$ cat src/design/crc_long_division_bitserial_macros.svh
// Assertion macros for the CRC long-division top-level design file.
// No dependencies; included by files that carry concurrent checks.
`ifndef CRC_LONG_DIVISION_BITSERIAL_MACROS_SVH
`define CRC_LONG_DIVISION_BITSERIAL_MACROS_SVH

// Same-cycle implication, disabled during reset.
`define CRCLD_ASSERT_NOW(label, clk, rst, ante, cons) \
  label: assert property (@(posedge clk) disable iff (rst) (ante) |-> (cons)) \
    else $error("crcld check failed");

// Next-cycle implication, disabled during reset.
`define CRCLD_ASSERT_NEXT(label, clk, rst, ante, cons) \
  label: assert property (@(posedge clk) disable iff (rst) (ante) |=> (cons)) \
    else $error("crcld check failed");

`endif

$ cat src/design/crcld_pkg.sv
// Shared types and constants for the bit-serial CRC long divider.
// No dependencies; used by crcld_core and crc_long_division_bitserial.
package crcld_pkg;

  // Width of the divisor length register.
  localparam int LEN_W = 6;

  // Configuration register indexes.
  localparam int CFG_IDX_W = 2;
  localparam logic [CFG_IDX_W-1:0] REG_PATTERN = 2'd0;
  localparam logic [CFG_IDX_W-1:0] REG_LENGTH  = 2'd1;

  // Result kinds carried on tuser.
  localparam logic KIND_QUOT = 1'b0;
  localparam logic KIND_REM  = 1'b1;

  typedef enum logic [1:0] {
    ST_RUN,
    ST_FLUSH,
    ST_REM
  } state_t;

  // Control from the sequencer to the division core.
  typedef struct packed {
    logic step;    // shift one dividend bit in
    logic bit_in;  // the bit shifted in
    logic clear;   // end of message: drop remainder and window count
  } step_ctl_t;

  // Status from the core for the current step.
  typedef struct packed {
    logic emit;    // this step yields a quotient bit
    logic qbit;    // the quotient bit
  } step_stat_t;

endpackage

$ cat src/design/crc_long_division_bitserial.sv
// Bit-serial CRC long divider: modulo-2 division of a dividend stream by a
// configurable divisor of up to MAX_DIVISOR_BITS bits. Dividend bits enter
// one per input transaction, most significant first, tlast on the last bit.
// Once the first n-bit window has filled, every bit yields one quotient-bit
// result (tuser = 0). After the last bit the block shifts in n-1 zeros on
// its own (n = clamped divisor length), one per cycle while the output
// drains, emitting their quotient bits, then sends the n-1 bit remainder
// (tuser = 1, tlast = 1) and clears for the next message. Rate: one
// dividend bit per cycle while the output drains; during the zero flush and
// the remainder step s_tready is low. The per-cycle work is a single
// shift-and-XOR of the remainder register in crcld_core.
// Depends on crcld_pkg, crcld_core and the macros header.
`include "crc_long_division_bitserial_macros.svh"

module crc_long_division_bitserial #(
  parameter int MAX_DIVISOR_BITS = 33,
  localparam int PR_W    = MAX_DIVISOR_BITS - 1,
  localparam int CNT_W   = $clog2(MAX_DIVISOR_BITS),
  localparam int TDATA_W = ((MAX_DIVISOR_BITS + 7) / 8) * 8,
  localparam int CFG_W   = (MAX_DIVISOR_BITS > crcld_pkg::LEN_W) ?
                           MAX_DIVISOR_BITS : crcld_pkg::LEN_W
) (
  input  logic                            clk,
  input  logic                            rst,
  // configuration write channel
  input  logic                            cfg_valid,
  output logic                            cfg_ready,
  input  logic [crcld_pkg::CFG_IDX_W-1:0] cfg_index,
  input  logic [CFG_W-1:0]                cfg_data,
  // dividend stream
  input  logic                            s_tvalid,
  output logic                            s_tready,
  input  logic [7:0]                      s_tdata,  // [0] data_bit, rest zero
  input  logic                            s_tlast,  // final_bit
  // result stream
  output logic                            m_tvalid,
  input  logic                            m_tready,
  output logic [TDATA_W-1:0]              m_tdata,  // [0] quotient_bit, then remainder
  output logic                            m_tuser,  // kind
  output logic                            m_tlast   // end_of_run
);

  // configuration registers
  logic [MAX_DIVISOR_BITS-1:0]     div_pattern;
  logic [crcld_pkg::LEN_W-1:0]     div_length;
  logic [crcld_pkg::LEN_W-1:0]     eff_len;
  logic [CNT_W-1:0]                rb;

  crcld_pkg::state_t               state, state_next;
  logic [CNT_W-1:0]                flush_left, flush_left_next;
  crcld_pkg::step_ctl_t            ctl;
  crcld_pkg::step_stat_t           stat;
  logic [PR_W-1:0]                 core_rem;
  logic                            load_rem;
  logic                            adv;

  // output register
  logic                            out_valid;
  logic                            out_kind;
  logic                            out_q;
  logic [PR_W-1:0]                 out_rem;
  logic                            out_last;

  assign cfg_ready = 1'b1;

  always_ff @(posedge clk) begin
    if (rst) begin
      div_pattern <= MAX_DIVISOR_BITS'(7);
      div_length  <= crcld_pkg::LEN_W'(3);
    end else if (cfg_valid && cfg_ready) begin
      if (cfg_index == crcld_pkg::REG_PATTERN) begin
        div_pattern <= cfg_data[MAX_DIVISOR_BITS-1:0];
      end else if (cfg_index == crcld_pkg::REG_LENGTH) begin
        div_length <= cfg_data[crcld_pkg::LEN_W-1:0];
      end
    end
  end

  // length clamps to [2, MAX_DIVISOR_BITS]
  always_comb begin
    if (div_length < crcld_pkg::LEN_W'(2)) begin
      eff_len = crcld_pkg::LEN_W'(2);
    end else if (div_length > crcld_pkg::LEN_W'(MAX_DIVISOR_BITS)) begin
      eff_len = crcld_pkg::LEN_W'(MAX_DIVISOR_BITS);
    end else begin
      eff_len = div_length;
    end
    rb = CNT_W'(eff_len - crcld_pkg::LEN_W'(1));
  end

  crcld_core #(
    .MAX_DIVISOR_BITS(MAX_DIVISOR_BITS)
  ) u_core (
    .clk       (clk),
    .rst       (rst),
    .ctl       (ctl),
    .pattern   (div_pattern),
    .rb        (rb),
    .stat      (stat),
    .remainder (core_rem)
  );

  // a step may run only when the output slot is free or draining
  assign adv = !out_valid || m_tready;

  always_ff @(posedge clk) begin
    if (rst) begin
      state      <= crcld_pkg::ST_RUN;
      flush_left <= '0;
    end else begin
      state      <= state_next;
      flush_left <= flush_left_next;
    end
  end

  always_comb begin
    state_next      = state;
    flush_left_next = flush_left;
    s_tready        = 1'b0;
    ctl             = '0;
    load_rem        = 1'b0;
    unique case (state)
      crcld_pkg::ST_RUN: begin
        s_tready = adv;
        if (s_tvalid && adv) begin
          ctl.step   = 1'b1;
          ctl.bit_in = s_tdata[0];
          if (s_tlast) begin
            state_next      = crcld_pkg::ST_FLUSH;
            flush_left_next = rb;
          end
        end
      end
      crcld_pkg::ST_FLUSH: begin
        // appended zeros
        if (adv) begin
          ctl.step = 1'b1;
          if (flush_left == CNT_W'(1)) begin
            state_next = crcld_pkg::ST_REM;
          end else begin
            flush_left_next = flush_left - CNT_W'(1);
          end
        end
      end
      crcld_pkg::ST_REM: begin
        if (adv) begin
          load_rem   = 1'b1;
          ctl.clear  = 1'b1;
          state_next = crcld_pkg::ST_RUN;
        end
      end
      default: begin
        state_next = crcld_pkg::ST_RUN;
      end
    endcase
  end

  always_ff @(posedge clk) begin
    if (rst) begin
      out_valid <= 1'b0;
    end else if (stat.emit || load_rem) begin
      out_valid <= 1'b1;
    end else if (m_tready) begin
      out_valid <= 1'b0;
    end
  end

  always_ff @(posedge clk) begin
    if (stat.emit) begin
      out_kind <= crcld_pkg::KIND_QUOT;
      out_q    <= stat.qbit;
      out_rem  <= '0;
      out_last <= 1'b0;
    end else if (load_rem) begin
      out_kind <= crcld_pkg::KIND_REM;
      out_q    <= 1'b0;
      out_rem  <= core_rem;
      out_last <= 1'b1;
    end
  end

  assign m_tvalid = out_valid;
  assign m_tdata  = TDATA_W'({out_rem, out_q});
  assign m_tuser  = out_kind;
  assign m_tlast  = out_last;

  // last bit of a message always starts the zero flush
  `CRCLD_ASSERT_NEXT(a_last_flush, clk, rst, s_tvalid && s_tready && s_tlast, state == crcld_pkg::ST_FLUSH)
  // flush counter never idles at zero while flushing
  `CRCLD_ASSERT_NOW(a_flush_cnt, clk, rst, state == crcld_pkg::ST_FLUSH, flush_left != '0)
  // remainder results and only those close a run
  `CRCLD_ASSERT_NOW(a_kind_last, clk, rst, m_tvalid, m_tuser == m_tlast)
  // sending the remainder leaves the core cleared
  `CRCLD_ASSERT_NEXT(a_rem_clear, clk, rst, load_rem, core_rem == '0)

endmodule

$ cat src/design/crcld_core.sv
// Division core: running remainder, window fill count, one bit per step.
// Depends on crcld_pkg.
module crcld_core #(
  parameter int MAX_DIVISOR_BITS = 33,
  localparam int PR_W  = MAX_DIVISOR_BITS - 1,
  localparam int CNT_W = $clog2(MAX_DIVISOR_BITS)
) (
  input  logic                        clk,
  input  logic                        rst,
  input  crcld_pkg::step_ctl_t        ctl,
  input  logic [MAX_DIVISOR_BITS-1:0] pattern,
  input  logic [CNT_W-1:0]            rb,       // divisor length minus one
  output crcld_pkg::step_stat_t       stat,
  output logic [PR_W-1:0]             remainder
);

  logic [PR_W-1:0]             pr;
  logic [PR_W-1:0]             pr_next;
  logic [CNT_W-1:0]            bits_seen;
  logic [MAX_DIVISOR_BITS-1:0] win;
  logic [MAX_DIVISOR_BITS-1:0] win_x;
  logic                        full;
  logic                        top;

  always_comb begin
    win   = {pr, ctl.bit_in};
    full  = (bits_seen >= rb);
    top   = win[rb];
    win_x = (full && top) ? (win ^ pattern) : win;
    // keep only the low rb bits: the top bit is dropped every step
    for (int i = 0; i < PR_W; i++) begin
      pr_next[i] = (i < int'(rb)) ? win_x[i] : 1'b0;
    end
    stat.emit = ctl.step && full;
    stat.qbit = top;
  end

  always_ff @(posedge clk) begin
    if (rst) begin
      pr        <= '0;
      bits_seen <= '0;
    end else if (ctl.clear) begin
      pr        <= '0;
      bits_seen <= '0;
    end else if (ctl.step) begin
      pr <= pr_next;
      if (!full) begin
        bits_seen <= bits_seen + CNT_W'(1);
      end
    end
  end

  assign remainder = pr;

endmodule
$ cat config.mk
export PLATFORM = sky130hd
export DESIGN_NAME = crc_long_division_bitserial
export DESIGN_NICKNAME = d
export VERILOG_FILES = /design/src/design/crcld_pkg.sv /design/src/design/crc_long_division_bitserial.sv /design/src/design/crcld_core.sv
export VERILOG_INCLUDE_DIRS = /design/src /design/src/design
export SDC_FILE = /design/constraint.sdc
export NUM_CORES = 1
export LEC_CHECK = 0
export ABC_AREA = 0
export ABC_CLOCK_PERIOD_IN_PS = 10900
export BUFFER_PORTS_ARGS = -buffer_cell sky130_fd_sc_hd__clkbuf_2
export CORE_MARGIN = 2
export CORE_UTILIZATION = 61
export CTS_BUF_LIST = sky130_fd_sc_hd__clkbuf_16
export DETAILED_ROUTE_END_ITERATION = 10
export PLACE_DENSITY_LB_ADDON = 0.2
export SYNTH_ARGS = -nofsm -noshare
export SYNTH_HDL_FRONTEND = slang
export SYNTH_HIERARCHICAL = 1
export SYNTH_SLANG_ARGS = --single-unit
$ cat constraint.sdc
create_clock -name clk -period 10.9 [get_ports clk]
set_clock_uncertainty 0.15 [all_clocks]
set_input_delay 2.725 -clock clk [delete_from_list [all_inputs] [get_ports clk]]
set_output_delay 2.725 -clock clk [all_outputs]
set_load 0.05 [all_outputs]
==> flow_summary.json, run 1 <==
{
  "outcome": "complete, no violations",
  "fin_crit_ps": 6500,
  "grt_usage_pct": 28.0,
  "cts_tree": "built",
  "synthCells": 737,
  "htree_levels": 4,
  "crit_type": "in2out",
  "cp_max_fo": 7,
  "antenna_found_initial": 0,
  "via_count": 5398,
  "wl_per_cell_um": 15.8,
  "start_kind": "input port",
  "setup_viol": 0,
  "clk_latency_ps": 420,
  "die-area_um2": 10700,
  "yosys_warnings": 6,
  "synth_area_per_cell_um2": 8.21,
  "slew-limit-headroom_pct": 20.7,
  "grt_use_met1_pct": 37.8,
  "io_buffers": 77,
  "coreArea_um2": 9680,
  "ir_worst_vdd_uv": 101,
  "hold_path.class": "reg2reg",
  "cts_max_path_buffers": 2,
  "syn2layout_area_growth_pct": 13.9,
  "ioPinCount": 94,
  "cts_setup_buffers": 0,
  "whs_ps": 302,
  "grt_pass1_wl_mm": 24.4,
  "die_y_um": 104,
  "rsz0062_at_grt": "no",
  "layout.cells.non_filler": 932,
  "drv_slew": 0,
  "n_antenna_cell": 0,
  "critPathArrivalTime_ps": 3630,
  "finalSetupTns_ps": 0,
  "viasPerCell": 5.79,
  "dp_slack_ps": 4370,
  "met2_usage_pct": 44.6,
  "met3_usage_pct": 6.42,
  "overflow": 0,
  "cp-end-kind": "primary output",
  "power_mw": 1.17,
  "grt_pass1_vias": 5026,
  "post-place-cells": 900,
  "drc": 0,
  "cap_violations": 0,
  "rows": 36,
  "cts.sinks": 119,
  "layout.nets": 845,
  "cts_hold_buf": 0,
  "finalHoldViolCount": 0,
  "p_leak_nw": 2.65,
  "gp_congestion": 0.907,
  "power_density_nw_per_um2": 170,
  "cts_resized": 0,
  "fmax_ghz": 0.154,
  "fin_ws_ps": 4400,
  "crit_required_ps": 8030,
  "start_util_pct": 62.5,
  "tightest_slew_ps": 1190,
  "root_buffer": "clkbuf_16",
  "syn_area_um2": 6050,
  "post-route-period-util_pct": 59.7,
  "top_usage_layer": "met2",
  "drive_gt1_share_pct": 18.5,
  "cts-buffers-inserted": 17,
  "drt_iter0_markers": 383,
  "drtAntennaViolNets": 0,
  "first_pass_iters": 7,
  "dieWidth_um": 104,
  "hpwl_mm": 10.3,
  "clk_pin_slew_ps": 50,
  "grt_max_degree": 50,
  "wl_mm": 14.7
}
## layer usage
metal  vias to the layer above  wire (um)
met1                      2495       6630
met2                       232       6800
met3                        27       1050
met5                         -          0
li1                       2644          -
met4                         0        242
## layout by cell type (no fill, tap or decap), drive strengths merged, types with 2 or more instances in the layout
master and instances:
a211o 2, a211oi 3, a21o 2, a21oi 87, a22o 9, a22oi 6
a31oi 4, a32o 9, and2 3, and3 2, buf 9, clkbuf 95
clkinv 10, clkinvlp 2, conb 8, dfxtp 118, ha 10, inv 15
mux2i 22, nand2 168, nand2b 4, nand3 11, nand3b 4, nand4 4
nand4b 2, nor2 40, nor2b 6, nor3 11, nor3b 2, nor4 3
o211ai 32, o21a 4, o21ai 32, o21bai 2, o31ai 7, or2 3
xnor2 22, xor2 14
## path summary, 6_finish.rpt
path | from | to | slack, ps | cells past startpoint
worst max register to register | div_length[0] | u_core/remainder[8] | 6090 | 14
worst max-delay path | m_tready | s_tready | 4400 | 4
worst min register to register | out_rem[26] | out_rem[26] | 300 | 2
worst min-delay path | out_rem[26] | out_rem[26] | 300 | 2
## stage by stage
stage / cell area (um^2) / utilization [%]
after floorplan: 6070 / -
after global placement: 6330 / 65.4
after detailed placement: 6330 / 65.4
after CTS: 6890 / 71.1
after global routing: 6890 / 71.1
final: 6890 / 71.1
## final cells by class
cell class,count,area (um^2)
multi-input cells,548,3270
fillers,807,2790
clock inverters,14,109
clock buffers,18,450
flip-flops and latches,119,2390
inverters,14,52.6
repair buffers,86,453
well taps,133,166
## critical path: stages
cell      delay [ps]
clkbuf_2          90
nor2b_1          440
nor3_1           110
clkbuf_2         260
## flip-flops by register name, summed over array words and instances, names as in the netlist
name and flops:
state 2, div_length 6, out_q 1, out_rem 32, m_tvalid 1, flush_left 6
div_pattern 32, u_core/remainder 32, u_core/bits_seen 6, m_tlast 1
## power by group
group / internal (mW) / leakage (nW) / total, mW / switching [mW]
logic: 0.0553 / 1.40 / 0.191 / 0.135
registers: 0.450 / 0.964 / 0.462 / 0.0121
clock network: 0.323 / 0.279 / 0.519 / 0.197
(Power assumes the default switching activity.)
==> run 2: changes to the inputs <==
--- a/config.mk
+++ b/config.mk
@@ -6,11 +6,11 @@
 export SDC_FILE = /design/constraint.sdc
 export NUM_CORES = 1
 export LEC_CHECK = 0
-export ABC_AREA = 0
-export ABC_CLOCK_PERIOD_IN_PS = 10900
+export ABC_AREA = 1
+export ABC_CLOCK_PERIOD_IN_PS = 5700
 export BUFFER_PORTS_ARGS = -buffer_cell sky130_fd_sc_hd__clkbuf_2
 export CORE_MARGIN = 2
-export CORE_UTILIZATION = 61
+export CORE_UTILIZATION = 52
 export CTS_BUF_LIST = sky130_fd_sc_hd__clkbuf_16
 export DETAILED_ROUTE_END_ITERATION = 10
 export PLACE_DENSITY_LB_ADDON = 0.2
==> constraint.sdc (replaced) <==
create_clock -name clk -period 5.7 [get_ports clk]
set_clock_uncertainty 0.15 [all_clocks]
set_input_delay 1.425 -clock clk [delete_from_list [all_inputs] [get_ports clk]]
set_output_delay 1.425 -clock clk [all_outputs]
set_load 0.05 [all_outputs]
==> flow_summary.json, run 2 <==
{
  "outcome": "complete, no violations",
  "cts_resized": 0,
  "drv_slew": 0,
  "final_common_cell": "nand2_1",
  "layout.cells.non_filler": 1182,
  "cts_tree": "built",
  "fmax_ghz": 0.236,
  "crit_type": "reg2reg",
  "drtAntennaViolNets": 0,
  "multiInputGateArea_um2": 3300,
  "antenna_found_initial": 0,
  "rows": 40,
  "ir_worst_vdd_uv": 194,
  "fin_crit_ps": 4230,
  "htree_levels": 4,
  "post-place-cells": 1151,
  "start_kind": "flip-flop",
  "hpwl_mm": 11.3,
  "finalHoldViolCount": 0,
  "drt_iter0_markers": 594,
  "grt_pass1_vias": 5428,
  "power_density_nw_per_um2": 328,
  "cpPeakStageDelay_ps": 310,
  "critPathArrivalTime_ps": 4350,
  "p_leak_nw": 3.27,
  "area.sequential_um2": 2390,
  "crit_path_top_delay_cell": "buf_4",
  "cp_max_fo": 24,
  "wl_mm": 15.9,
  "cp-end-kind": "flip-flop",
  "dieWidth_um": 115,
  "crit_required_ps": 5820,
  "grt_max_degree": 42,
  "tightest_slew_ps": 1030,
  "clk_latency_ps": 420,
  "r2r-start": "div_length[2]",
  "r2r_slack_ps": 1470,
  "cpMostUsedCell": "nand2_1",
  "setup_viol": 0,
  "syn_area_um2": 6380,
  "slew-limit-headroom_pct": 31.1,
  "cts_max_path_buffers": 2,
  "grt_pass1_wl_mm": 26.7,
  "fin_ws_ps": 1470,
  "die-area_um2": 13200,
  "drive_gt1_share_pct": 14.8,
  "fillCellCount": 1181,
  "yosys_warnings": 6,
  "viasPerCell": 5.23,
  "gp_congestion": 0.907,
  "mostFrequentLayoutCells": "nand2_1, dfxtp_1, nor2_1",
  "synthCells": 965,
  "via_count": 6180,
  "ioPinCount": 94,
  "cts.sinks": 119,
  "power_mw": 2.39,
  "wl_per_cell_um": 13.5,
  "coreArea_um2": 12000,
  "cts-buffers-inserted": 17,
  "dp_slack_ps": 1530,
  "clk_pin_slew_ps": 50,
  "first_pass_iters": 6,
  "post-route-period-util_pct": 74.3,
  "drc": 0,
  "synth_area_per_cell_um2": 6.61,
  "start_util_pct": 53.1,
  "hold_path.class": "reg2reg",
  "n_antenna_cell": 0,
  "cts_setup_buffers": 0,
  "layout.nets": 1082,
  "cts_hold_buf": 0,
  "syn2layout_area_growth_pct": 13.9,
  "overflow": 0,
  "crit_chain": "nor2_1 > nand2_1 > a21oi_2 > inv_1 > nand2_1 > buf_4 > ha_1 > inv_1 > nor2_1 > nand2_1 > nand2_1 > and2_1 > inv_1 > ha_1 > nand2_1 > nor2_1 > o21ai_0 > nand2_2 > clkinv_1 > buf_4 > nor2_1 > nand3_1 > nand3_1 > a21oi_1",
  "finalSetupTns_ps": 0,
  "io_buffers": 77,
  "cap_violations": 0,
  "die_y_um": 115,
  "whs_ps": 307,
  "root_buffer": "clkbuf_16",
  "rsz0062_at_grt": "no",
  "grt_usage_pct": 25.7,
  "hp-start": "div_pattern[2]",
  "crit_start": "div_length[2]"
}
## run 2: power breakdown
group | total, mW | switching, mW | internal, mW
clock | 0.995 | 0.369 | 0.626
combinational | 0.494 | 0.364 | 0.130
sequential | 0.898 | 0.0282 | 0.869
## run 2: critical path: cells and delay by family, from the launching register on
kind                     cells  cell delay (ps)
AO/OA/AOI/OAI                3              340
adder cells (fa/ha/maj)      2              530
buffers and inverters        6             1110
flip-flops                   1              300
AND/OR/NAND/NOR             13             1670
## run 2: final timing paths
kind | cells past startpoint | end
worst max register to register | 24 | u_core/remainder[27]
worst max-delay path | 24 | u_core/remainder[27]
worst min-delay path | 2 | div_pattern[2]
worst min register to register | 2 | div_pattern[2]
## run 2: layout make-up
cell class | instances | area share [%]
multi-input combinational | 696 | 45.5
sequential | 119 | 32.9
timing repair buffer | 86 | 6.23
clock buffer | 17 | 5.85
inverter | 103 | 5.35
tap | 147 | 2.53
clock inverter | 14 | 1.64
## run 2: layer usage
metal  part of all wire (%)  vias to the layer above  track usage [%]
met3                    7.8                       33             5.85
li1                       -                     3174                -
met5                      0                        -                0
met2                     42                      226             37.7
met4                    2.7                        0             11.7
met1                     48                     2747             36.1
## run 2: through the flow
step	utilization, %	area [um^2]
2_1_floorplan	-	6400
3_3_place_gp	56.0	6720
3_5_place_dp	56.0	6720
4_1_cts	60.5	7270
5_1_grt	60.5	7270
6_report	60.5	7270
